## src/hdl/tgss_pkg.sv

```systemverilog
`timescale 1ns / 1ps
`default_nettype none

package tgss_pkg;

  localparam int unsigned CfgIdxW = 3;
  localparam int unsigned CfgDataW = 10;

  localparam logic [CfgIdxW-1:0] CFG_SENSOR_CENTER  = 3'd0;
  localparam logic [CfgIdxW-1:0] CFG_TRIP_WINDOW    = 3'd1;
  localparam logic [CfgIdxW-1:0] CFG_RECOVER_WINDOW = 3'd2;
  localparam logic [CfgIdxW-1:0] CFG_MAX_STEP       = 3'd3;
  localparam logic [CfgIdxW-1:0] CFG_DRIVE_CENTER   = 3'd4;
  localparam logic [CfgIdxW-1:0] CFG_DRIVE_TRIM     = 3'd5;

  localparam logic [9:0] RST_SENSOR_CENTER  = 10'd500;
  localparam logic [9:0] RST_TRIP_WINDOW    = 10'd120;
  localparam logic [9:0] RST_RECOVER_WINDOW = 10'd85;
  localparam logic [7:0] RST_MAX_STEP       = 8'd5;
  localparam logic [7:0] RST_DRIVE_CENTER   = 8'd128;
  localparam logic [7:0] RST_DRIVE_TRIM     = 8'd0;

  localparam logic [7:0] TRIP_RELOAD    = 8'd250;
  localparam logic [8:0] FULL_AUTHORITY = 9'd500;

  // floor(n / 125) = (n * DIV_K) >> DIV_SHIFT for n < 2^16
  localparam int unsigned DIV_SHIFT = 23;
  localparam logic [32:0] DIV_K = 33'd67109;

  typedef struct packed {
    logic signed [9:0] req;
    logic [7:0]        trip;
    logic [8:0]        auth;
  } stage1_t;

  typedef struct packed {
    logic [19:0] prod;
    logic [7:0]  trip;
    logic [8:0]  auth;
  } stage2_t;

  typedef struct packed {
    logic        neg;
    logic [9:0]  quot;
    logic [7:0]  trip;
    logic [8:0]  auth;
  } stage3_t;

endpackage

`default_nettype wire

```

## src/hdl/torque_guarded_steering_slew.sv

```systemverilog
`timescale 1ns / 1ps
`default_nettype none

// channel  | direction | handshake          | payload
// in_      | input     | in_valid/in_stall   | steer_request, torque_a, torque_b, armed
// out_     | output    | out_valid/out_stall | floating, drive_a, drive_b, trip_count,
//          |           |                     | authority_level, applied_steer
// cfg_     | input     | cfg_we              | cfg_index, cfg_wdata
//
// one request per cycle sustained while out_stall is low; registered stages from input to result
// are trip/authority update, scale multiply, divide by 500, slew and drive stage
// synchronous active-low reset clears the state, the steer and drive registers and all valids
// in_stall rises only when every stage holds a request and out_stall is high

module torque_guarded_steering_slew
  import tgss_pkg::*;
(
  input  wire logic                 clk,
  input  wire logic                 rst_n,
  input  wire logic                 in_valid,
  output logic                      in_stall,
  input  wire logic signed [9:0]    in_steer_request,
  input  wire logic [9:0]           in_torque_a,
  input  wire logic [9:0]           in_torque_b,
  input  wire logic                 in_armed,
  output logic                      out_valid,
  input  wire logic                 out_stall,
  output logic                      out_floating,
  output logic [7:0]                out_drive_a,
  output logic [7:0]                out_drive_b,
  output logic [7:0]                out_trip_count,
  output logic [8:0]                out_authority_level,
  output logic signed [9:0]         out_applied_steer,
  input  wire logic                 cfg_we,
  input  wire logic [CfgIdxW-1:0]   cfg_index,
  input  wire logic [CfgDataW-1:0]  cfg_wdata
);

  logic [9:0]        sensor_center_r;
  logic [9:0]        trip_window_r;
  logic [9:0]        recover_window_r;
  logic [7:0]        max_step_r;
  logic [7:0]        drive_center_r;
  logic signed [7:0] drive_trim_r;

  logic [7:0] trip_r, trip_nxt;
  logic [8:0] auth_r, auth_nxt;

  logic    v1_r, v2_r, v3_r, out_valid_r;
  stage1_t s1_r, s1_nxt;
  stage2_t s2_r, s2_nxt;
  stage3_t s3_r, s3_nxt;

  logic                rdy1, rdy2, rdy3, rdy4, accept;
  logic                floating_r;
  logic [7:0]          drive_a_r, drive_a_nxt;
  logic [7:0]          drive_b_r, drive_b_nxt;
  logic [7:0]          trip_out_r;
  logic [8:0]          auth_out_r;
  logic signed [9:0]   steer_r, steer_nxt;

  assign rdy4   = !out_valid_r || !out_stall;
  assign rdy3   = !v3_r || rdy4;
  assign rdy2   = !v2_r || rdy3;
  assign rdy1   = !v1_r || rdy2;
  assign accept = in_valid && rdy1;
  assign in_stall = !rdy1;

  always_ff @(posedge clk) begin
    if (!rst_n) begin
      sensor_center_r  <= RST_SENSOR_CENTER;
      trip_window_r    <= RST_TRIP_WINDOW;
      recover_window_r <= RST_RECOVER_WINDOW;
      max_step_r       <= RST_MAX_STEP;
      drive_center_r   <= RST_DRIVE_CENTER;
      drive_trim_r     <= RST_DRIVE_TRIM;
    end else if (cfg_we) begin
      unique case (cfg_index)
        CFG_SENSOR_CENTER:  sensor_center_r  <= cfg_wdata;
        CFG_TRIP_WINDOW:    trip_window_r    <= cfg_wdata;
        CFG_RECOVER_WINDOW: recover_window_r <= cfg_wdata;
        CFG_MAX_STEP:       max_step_r       <= cfg_wdata[7:0];
        CFG_DRIVE_CENTER:   drive_center_r   <= cfg_wdata[7:0];
        CFG_DRIVE_TRIM:     drive_trim_r     <= cfg_wdata[7:0];
        default: ;
      endcase
    end
  end

  // trip detection and authority ramp
  logic signed [11:0] ctr, hi_top, hi_bot, lo_top, lo_bot, ta, tb;
  logic               tripped, recovering;

  always_comb begin
    ctr    = signed'({2'b00, sensor_center_r});
    hi_top = ctr + signed'({2'b00, trip_window_r});
    hi_bot = ctr - signed'({2'b00, trip_window_r});
    lo_top = ctr + signed'({2'b00, recover_window_r});
    lo_bot = ctr - signed'({2'b00, recover_window_r});
    ta     = signed'({2'b00, in_torque_a});
    tb     = signed'({2'b00, in_torque_b});
    tripped = (ta > hi_top) || (ta < hi_bot) || (tb > hi_top) || (tb < hi_bot) || !in_armed;
    recovering = (ta < lo_top) && (ta > lo_bot) && (tb < lo_top) && (tb > lo_bot);

    if (tripped) begin
      trip_nxt = TRIP_RELOAD;
    end else if (trip_r != 8'd0 && recovering) begin
      trip_nxt = trip_r - 8'd1;
    end else begin
      trip_nxt = trip_r;
    end

    if (trip_nxt != 8'd0 && auth_r != 9'd0) begin
      auth_nxt = auth_r - 9'd1;
    end else if (trip_nxt == 8'd0 && auth_r < FULL_AUTHORITY) begin
      auth_nxt = auth_r + 9'd1;
    end else begin
      auth_nxt = auth_r;
    end

    s1_nxt.req  = in_steer_request;
    s1_nxt.trip = trip_nxt;
    s1_nxt.auth = auth_nxt;
  end

  // request times authority
  always_comb begin
    s2_nxt.prod = {{10{s1_r.req[9]}}, s1_r.req} * {11'd0, s1_r.auth};
    s2_nxt.trip = s1_r.trip;
    s2_nxt.auth = s1_r.auth;
  end

  // magnitude divided by 500 as (m >> 2) / 125 by reciprocal
  logic [19:0] mag;
  logic [32:0] qprod;

  always_comb begin
    mag   = s2_r.prod[19] ? (20'd0 - s2_r.prod) : s2_r.prod;
    qprod = {17'd0, mag[17:2]} * DIV_K;
    s3_nxt.neg  = s2_r.prod[19];
    s3_nxt.quot = qprod[DIV_SHIFT+9:DIV_SHIFT];
    s3_nxt.trip = s2_r.trip;
    s3_nxt.auth = s2_r.auth;
  end

  // slew limit and drive levels
  logic signed [11:0] scaled, cur, diff, mstep, steer_ext, sum_a, sum_b;

  always_comb begin
    scaled = s3_r.neg ? (12'sd0 - signed'({2'b00, s3_r.quot})) : signed'({2'b00, s3_r.quot});
    cur    = 12'(steer_r);
    diff   = cur - scaled;
    mstep  = signed'({4'd0, max_step_r});
    if (diff <= mstep && diff >= -mstep) begin
      steer_nxt = scaled[9:0];
    end else if (scaled > cur) begin
      steer_nxt = 10'(cur + mstep);
    end else begin
      steer_nxt = 10'(cur - mstep);
    end
    steer_ext = 12'(steer_nxt);
    sum_a = signed'({4'd0, drive_center_r}) + steer_ext + 12'(drive_trim_r);
    sum_b = signed'({4'd0, drive_center_r}) - steer_ext + 12'(drive_trim_r);
    if (s3_r.trip != 8'd0) begin
      drive_a_nxt = drive_a_r;
      drive_b_nxt = drive_b_r;
    end else begin
      drive_a_nxt = sum_a < 0 ? 8'd0 : (sum_a > 12'sd255 ? 8'd255 : sum_a[7:0]);
      drive_b_nxt = sum_b < 0 ? 8'd0 : (sum_b > 12'sd255 ? 8'd255 : sum_b[7:0]);
    end
  end

  always_ff @(posedge clk) begin
    if (!rst_n) begin
      trip_r      <= '0;
      auth_r      <= '0;
      v1_r        <= 1'b0;
      v2_r        <= 1'b0;
      v3_r        <= 1'b0;
      out_valid_r <= 1'b0;
      steer_r     <= '0;
      drive_a_r   <= '0;
      drive_b_r   <= '0;
    end else begin
      if (accept) begin
        trip_r <= trip_nxt;
        auth_r <= auth_nxt;
      end
      if (rdy1) begin
        v1_r <= in_valid;
      end
      if (rdy2) begin
        v2_r <= v1_r;
      end
      if (rdy3) begin
        v3_r <= v2_r;
      end
      if (rdy4) begin
        out_valid_r <= v3_r;
      end
      if (rdy4 && v3_r) begin
        steer_r   <= steer_nxt;
        drive_a_r <= drive_a_nxt;
        drive_b_r <= drive_b_nxt;
      end
    end
  end

  always_ff @(posedge clk) begin
    if (accept) begin
      s1_r <= s1_nxt;
    end
    if (rdy2 && v1_r) begin
      s2_r <= s2_nxt;
    end
    if (rdy3 && v2_r) begin
      s3_r <= s3_nxt;
    end
    if (rdy4 && v3_r) begin
      floating_r <= (s3_r.trip != 8'd0);
      trip_out_r <= s3_r.trip;
      auth_out_r <= s3_r.auth;
    end
  end

  assign out_valid           = out_valid_r;
  assign out_floating        = floating_r;
  assign out_drive_a         = drive_a_r;
  assign out_drive_b         = drive_b_r;
  assign out_trip_count      = trip_out_r;
  assign out_authority_level = auth_out_r;
  assign out_applied_steer   = steer_r;

  a_stall_only_full: assert property (@(posedge clk) disable iff (!rst_n)
    in_stall |-> (v1_r && v2_r && v3_r && out_valid_r && out_stall))
    else $error("input stalled with a free stage");

  a_trip_range: assert property (@(posedge clk) disable iff (!rst_n)
    trip_r <= TRIP_RELOAD)
    else $error("trip counter out of range");

  a_auth_range: assert property (@(posedge clk) disable iff (!rst_n)
    auth_r <= FULL_AUTHORITY)
    else $error("authority out of range");

  a_float_match: assert property (@(posedge clk) disable iff (!rst_n)
    out_valid_r |-> (floating_r == (trip_out_r != 8'd0)))
    else $error("floating flag disagrees with trip count");

endmodule

`default_nettype wire
```

## config.mk

```make
export PLATFORM = sky130hd
export DESIGN_NAME = torque_guarded_steering_slew
export DESIGN_NICKNAME = d
export VERILOG_FILES = /design/src/hdl/tgss_pkg.sv /design/src/hdl/torque_guarded_steering_slew.sv
export SDC_FILE = /design/constraint.sdc
export NUM_CORES = 1
export LEC_CHECK = 0
export ABC_AREA = 1
export BUFFER_PORTS_ARGS = -buffer_cell sky130_fd_sc_hd__buf_2
export CORE_MARGIN = 2
export CORE_UTILIZATION = 62
export DETAILED_ROUTE_END_ITERATION = 10
export PLACE_DENSITY = 0.8
export SLEW_MARGIN = 40
export SYNTH_ARGS = -nofsm -noshare
export SYNTH_HDL_FRONTEND = slang
export SYNTH_SLANG_ARGS = --single-unit
```

## constraint.sdc

```tcl
create_clock -name clk -period 7.1 [get_ports clk]
set_clock_uncertainty 0.1 [all_clocks]
set_input_delay 0.71 -clock clk [delete_from_list [all_inputs] [get_ports clk]]
set_output_delay 0.71 -clock clk [all_outputs]
set_load 0.02 [all_outputs]
```

==> flow_metrics.py, run 1 <==
metrics = {
    "run_status": {
        "status": "completed",
    },
    "worst_setup_path": {
        "worstSetupPathType": "reg -> reg",
        "slowest_delay_ns": 0.63,
        "cpMaxStageDelayCell": "fa_2",
        "crit_top_cell": "nand2_1",
        "startpoint_type": "flop",
        "cp_data_required_time_ns": 7.40,
        "arrival_ns": 7.16,
        "end_kind": "flop",
        "cp_max_fo": 11,
    },
    "sta": {
        "period_share": 0.966,
        "maxSlewHeadroom": 0.481,
        "post-route-min-period_ns": 6.86,
        "setup_slack_ns": 0.243,
        "finalHoldViolations": 0,
        "tightestPinTransition_ns": 0.772,
        "clock.fmax_mhz": 146,
        "setup_viol": 0,
        "drv_slew": 0,
    },
    "floorplan": {
        "fp.coreArea_um2": 34600,
        "initial_utilization": 0.632,
        "die_y_um": 192,
        "die_width_um": 192,
        "dieArea_um2": 36800,
        "pin_count": 95,
        "fp-row-count": 68,
    },
    "global_routing": {
        "grt_pass1_vias": 17500,
        "grtUsageTotal": 0.285,
        "grt.overflow.total": 0,
        "grt_max_degree": 65,
        "antenna_found_initial": 1,
        "grt_pass1_wl_um": 84400,
    },
    "cts": {
        "cts_tree": "yes",
        "hold_buffers": 0,
        "htree_levels": 1,
        "cts.clk_slew.worst_paths_ns": 0.06,
        "cts_buffer_depth": 3,
        "clockRootBuffer": "clkbuf_16",
        "cts.sinks": 210,
        "clk_latency_ns": 0.53,
        "cts_buffers": 23,
    },
    "placement": {
        "hpwl_um": 41600,
        "post_dp_cell_area_um2": 22900,
        "place_congestion": 0.929,
        "io_buffers": 94,
        "dp.cells": 3191,
        "pre_cts_ws_ns": -0.175,
    },
    "cells_and_area": {
        "areaGrowthSynthToFinish_pct": 11.6,
        "antennaDiodeCount": 0,
        "final_cell_area_um2": 24400,
        "drive_gt1_frac": 0.125,
        "nets": 3342,
        "instances_no_fill": 3263,
    },
    "synth": {
        "synthDistinctLibCells": 60,
        "synth_common_cells": "inv_1 (532), nand2_1 (500), ha_1 (361)",
        "yosys_warnings": 0,
        "seq_area_frac_synth": 0.242,
        "syn_area_per_cell_um2": 8.17,
        "synth.area.top_cells": "ha_1 (21%), edfxtp_1 (15%), fa_1 (13%)",
        "synth_top_area_frac": 0.206,
        "synth-edff-count": 109,
        "synth_area_leader_cell": "ha_1",
        "netlist_area_um2": 21900,
        "synth_flop_cell": "edfxtp_1",
        "syn-num-nets": 3228,
        "ys_ff_latch": 210,
        "synth.most_common_cell": "inv_1",
        "postSynth.asyncResetShare": 0,
        "netlist_instances": 2678,
    },
    "drt": {
        "top_layer_used": "met4",
        "wl_um": 52200,
        "wl_met2_um": 23600,
        "drtIter0Drc": 1263,
        "num_vias": 18000,
        "wl_per_cell_um": 16.0,
        "wl_met3_um": 3400,
        "via_per_inst": 5.52,
        "drc": 0,
        "ant_nets": 0,
        "dr.pass1.iters": 6,
        "wl_met1_um": 23300,
    },
    "min_path": {
        "hp-class": "in -> reg",
    },
    "run": {
        "maxCapViolCount": 0,
    },
}
worst paths after layout:
| kind | from | endpoint | slack, ns | cells after the start |
|---|---|---|---|---|
| worst min-delay path | in_steer_request[7] | s1_r[24] | 0.27 | 1 |
| worst max register to register | s3_r[27] | out_drive_b[6] | 0.24 | 39 |
| worst max-delay path | s3_r[27] | out_drive_b[6] | 0.24 | 39 |
| worst min register to register | s2_r[7] | s3_r[7] | 0.32 | 0 |
flip-flops by register name, summed over array words and instances (netlist names), 8 cells and up:
register / count
drive_trim_r: 8
out_drive_b: 8
out_drive_a: 8
max_step_r: 8
trip_window_r: 10
drive_center_r: 8
sensor_center_r: 10
out_authority_level: 9
out_applied_steer: 10
auth_r: 9
recover_window_r: 10
trip_r: 8
s1_r: 27
s2_r: 36
out_trip_count: 8
s3_r: 28
logic make-up (layout without fill, tap and decap cells):
kind of cell             after synthesis  after routing  share of synthesized area
AO/OA/AOI/OAI                        397            397                      0.102
XOR/XNOR                             118            118                     0.0472
adder cells (fa/ha/maj)              501            501                      0.335
buffers and inverters                597            727                      0.104
flip-flops                           210            210                      0.242
multiplexers                           1              1                   0.000458
AND/OR/NAND/NOR                      854            854                      0.170
what timing repair did:
action	4_1_cts	5_1_grt
buffers inserted	3	28
gates resized for setup	6	116
endpoints found under the setup margin	16	24
pin swaps	2	59
cell type report:
cell class	instances	area (um^2)
Clock buffer	30	664
Timing Repair Buffer	145	892
Clock inverter	11	149
Tap cell	455	569
Multi-Input combinational cell	1871	14800
Inverter	541	2030
Fill cell	2591	10200
Sequential cell	210	5300
cell usage in the layout, fill, tap and decap left out, types with 33 or more instances in the layout:
| cell type | count |
|---|---|
| inv_1 | 525 |
| nand2_1 | 487 |
| ha_1 | 343 |
| a21oi_1 | 185 |
| fa_1 | 132 |
| nor2_1 | 121 |
| edfxtp_1 | 109 |
| nand3_1 | 102 |
| o21ai_0 | 101 |
| dfxtp_1 | 101 |
| buf_2 | 94 |
| xor2_1 | 91 |
| buf_4 | 45 |
| nand2_2 | 33 |
stage by stage:
| step | utilization | hold WS, ns | TNS [ns] |
|---|---|---|---|
| after global routing | 0.705 | 0.243 | -1.75 |
| after floorplan | - | 0.300 | 0 |
| after CTS | 0.685 | 0.248 | 0 |
| after detailed placement | 0.660 | 0.305 | -1.36 |
| final | 0.705 | 0.265 | 0 |
| after global placement | 0.659 | 0.300 | 0 |
metal layers:
metal / vias to the layer above / track usage
met5: - / 0
met4: 0 / 0.108
met3: 135 / 0.0393
met2: 590 / 0.458
met1: 8457 / 0.393
li1: 8836 / -
critical path: cells and delay by family, from the launching register on:
kind | cells | cell delay, ns
xor+xnor | 2 | 0.35
flops | 1 | 0.57
mux | 1 | 0.13
fa+ha+maj | 4 | 1.52
buf+inv | 5 | 0.48
simple gates | 16 | 1.80
compound gates | 11 | 1.76
Power of run 1 is left out: the tool's default activity adds up to more than one toggle a clock period on the data nets, which glitch-free logic cannot reach.
==> run 2, diff against run 1 <==
- CAP_MARGIN: not set -> 0
- CORE_ASPECT_RATIO: not set -> 2
==> flow_metrics.py, run 2 (synthesized netlist as in run 1, its figures left out) <==
metrics = {
    "floorplan": {
        "fp-row-count": 97,
        "initial_utilization": 0.626,
        "die_y_um": 270,
        "dieArea_um2": 36900,
        "die_width_um": 137,
        "fp.coreArea_um2": 35000,
        "pin_count": 95,
    },
    "global_routing": {
        "met1_usage": 0.307,
        "grt_pass1_vias": 19700,
        "grt.met3_usage": 0.0453,
        "grt_pass1_wl_um": 93300,
        "busiest_layer": "met2",
        "grtUsageTotal": 0.321,
        "antenna_found_initial": 1,
        "use_met2": 0.588,
        "grt.overflow.total": 0,
        "grt_max_degree": 65,
    },
    "sta": {
        "drv_slew": 0,
        "period_share": 0.985,
        "clock.fmax_mhz": 143,
        "tightestPinTransition_ns": 0.892,
        "finalHoldViolations": 0,
        "post-route-min-period_ns": 6.99,
        "setup_slack_ns": 0.110,
        "maxSlewHeadroom": 0.399,
        "setup_viol": 0,
    },
    "drt": {
        "drtIter0Drc": 1067,
        "dr.pass1.iters": 9,
        "drc": 0,
        "wl_um": 59200,
        "ant_nets": 0,
        "wl_per_cell_um": 18.1,
        "num_vias": 18800,
        "via_per_inst": 5.77,
    },
    "placement": {
        "post_dp_cell_area_um2": 22900,
        "place_congestion": 0.990,
        "hpwl_um": 45600,
        "dp.cells": 3188,
        "io_buffers": 94,
        "pre_cts_ws_ns": -0.0889,
    },
    "worst_setup_path": {
        "r2r_start": "s3_r[17]",
        "cpLargestDelayFamily": "compound AO/OA/AOI/OAI gates",
        "worstSetupPathType": "reg -> reg",
        "arrival_ns": 7.30,
        "r2r_end": "out_drive_b[0]",
        "reg2reg_slack_ns": 0.11,
        "startpoint_type": "flop",
        "reg2reg_depth": 39,
        "startpoint": "s3_r[17]",
        "cp_num_cells": 39,
        "end_kind": "flop",
        "slowest_delay_ns": 0.45,
        "cp_max_fo": 7,
        "crit_buf_inv": 8,
        "cp_data_required_time_ns": 7.41,
        "cpMaxStageDelayCell": "edfxtp_1",
        "worstSetupEndpoint": "out_drive_b[0]",
        "crit_top_cell": "buf_4",
    },
    "cells_and_area": {
        "nets": 3354,
        "instances_no_fill": 3265,
        "drive_gt1_frac": 0.130,
        "areaGrowthSynthToFinish_pct": 12.2,
        "final_cell_mix": "inv_1 (524), nand2_1 (484), ha_1 (338), a21oi_1 (185), fa_1 (136)",
        "reg_top3": "s2_r x36, s3_r x28, s1_r x27",
        "largest_register": "s2_r",
        "largest_reg_flops": 36,
        "antennaDiodeCount": 0,
        "final_common_cell": "inv_1",
        "final_cell_area_um2": 24600,
    },
    "cts": {
        "cts.sinks": 210,
        "clk_latency_ns": 0.55,
        "clockRootBuffer": "clkbuf_16",
        "cts_buffers": 22,
        "htree_levels": 1,
        "cts.clk_slew.worst_paths_ns": 0.07,
        "cts_tree": "yes",
        "hold_buffers": 0,
        "cts_buffer_depth": 3,
    },
    "run_status": {
        "status": "completed",
    },
    "min_path": {
        "hp-class": "in -> reg",
    },
    "run": {
        "maxCapViolCount": 0,
    },
}
run 2: cell count changes in the layout (fill, tap and decap cells not counted), sizes merged:
cell	before	now
buf	145	158
bufinv	3	2
clkbuf	30	27
clkinv	6	5
clkinvlp	0	1
inv	543	546
run 2: cell type report:
class	count	area [um^2]
repair buffers	158	970
clock inverters	13	166
fillers	2677	10400
clock buffers	27	611
well taps	445	557
flip-flops and latches	210	5300
inverters	541	2030
multi-input cells	1871	14900
run 2: what timing repair did:
action | CTS | global route
setup endpoints to repair | 13 | 26
resized for setup | 11 | 124
pin swaps | 3 | 69
buffers inserted | 1 | 36
run 2: how the worst min path moves through the flow:
| stage | startpoint | slack [ns] | cells past startpoint | to |
|---|---|---|---|---|
| floorplan | s3_r[0] | 0.30 | 0 | out_authority_level[0] |
| global placement | s2_r[7] | 0.30 | 0 | s3_r[7] |
| detailed placement | s3_r[5] | 0.30 | 0 | out_authority_level[5] |
| CTS | in_steer_request[9] | 0.24 | 1 | s1_r[26] |
| global route | in_steer_request[8] | 0.25 | 1 | s1_r[25] |
| finish | in_steer_request[9] | 0.25 | 1 | s1_r[26] |
run 2: per-layer routing:
layer / up-vias / wire (um)
met2: 725 / 30700
met5: - / 17
li1: 8857 / -
met4: 2 / 6120
met1: 8886 / 19300
met3: 366 / 3040
run 2: stage by stage:
step | hold WS (ns) | utilization | setup TNS, ns
3_5_place_dp | 0.305 | 0.655 | -0.386
4_1_cts | 0.240 | 0.678 | 0
3_3_place_gp | 0.301 | 0.654 | 0
6_report | 0.254 | 0.703 | 0
2_1_floorplan | 0.300 | - | 0
5_1_grt | 0.251 | 0.703 | -2.73
Power of run 2 is left out for the same reason.
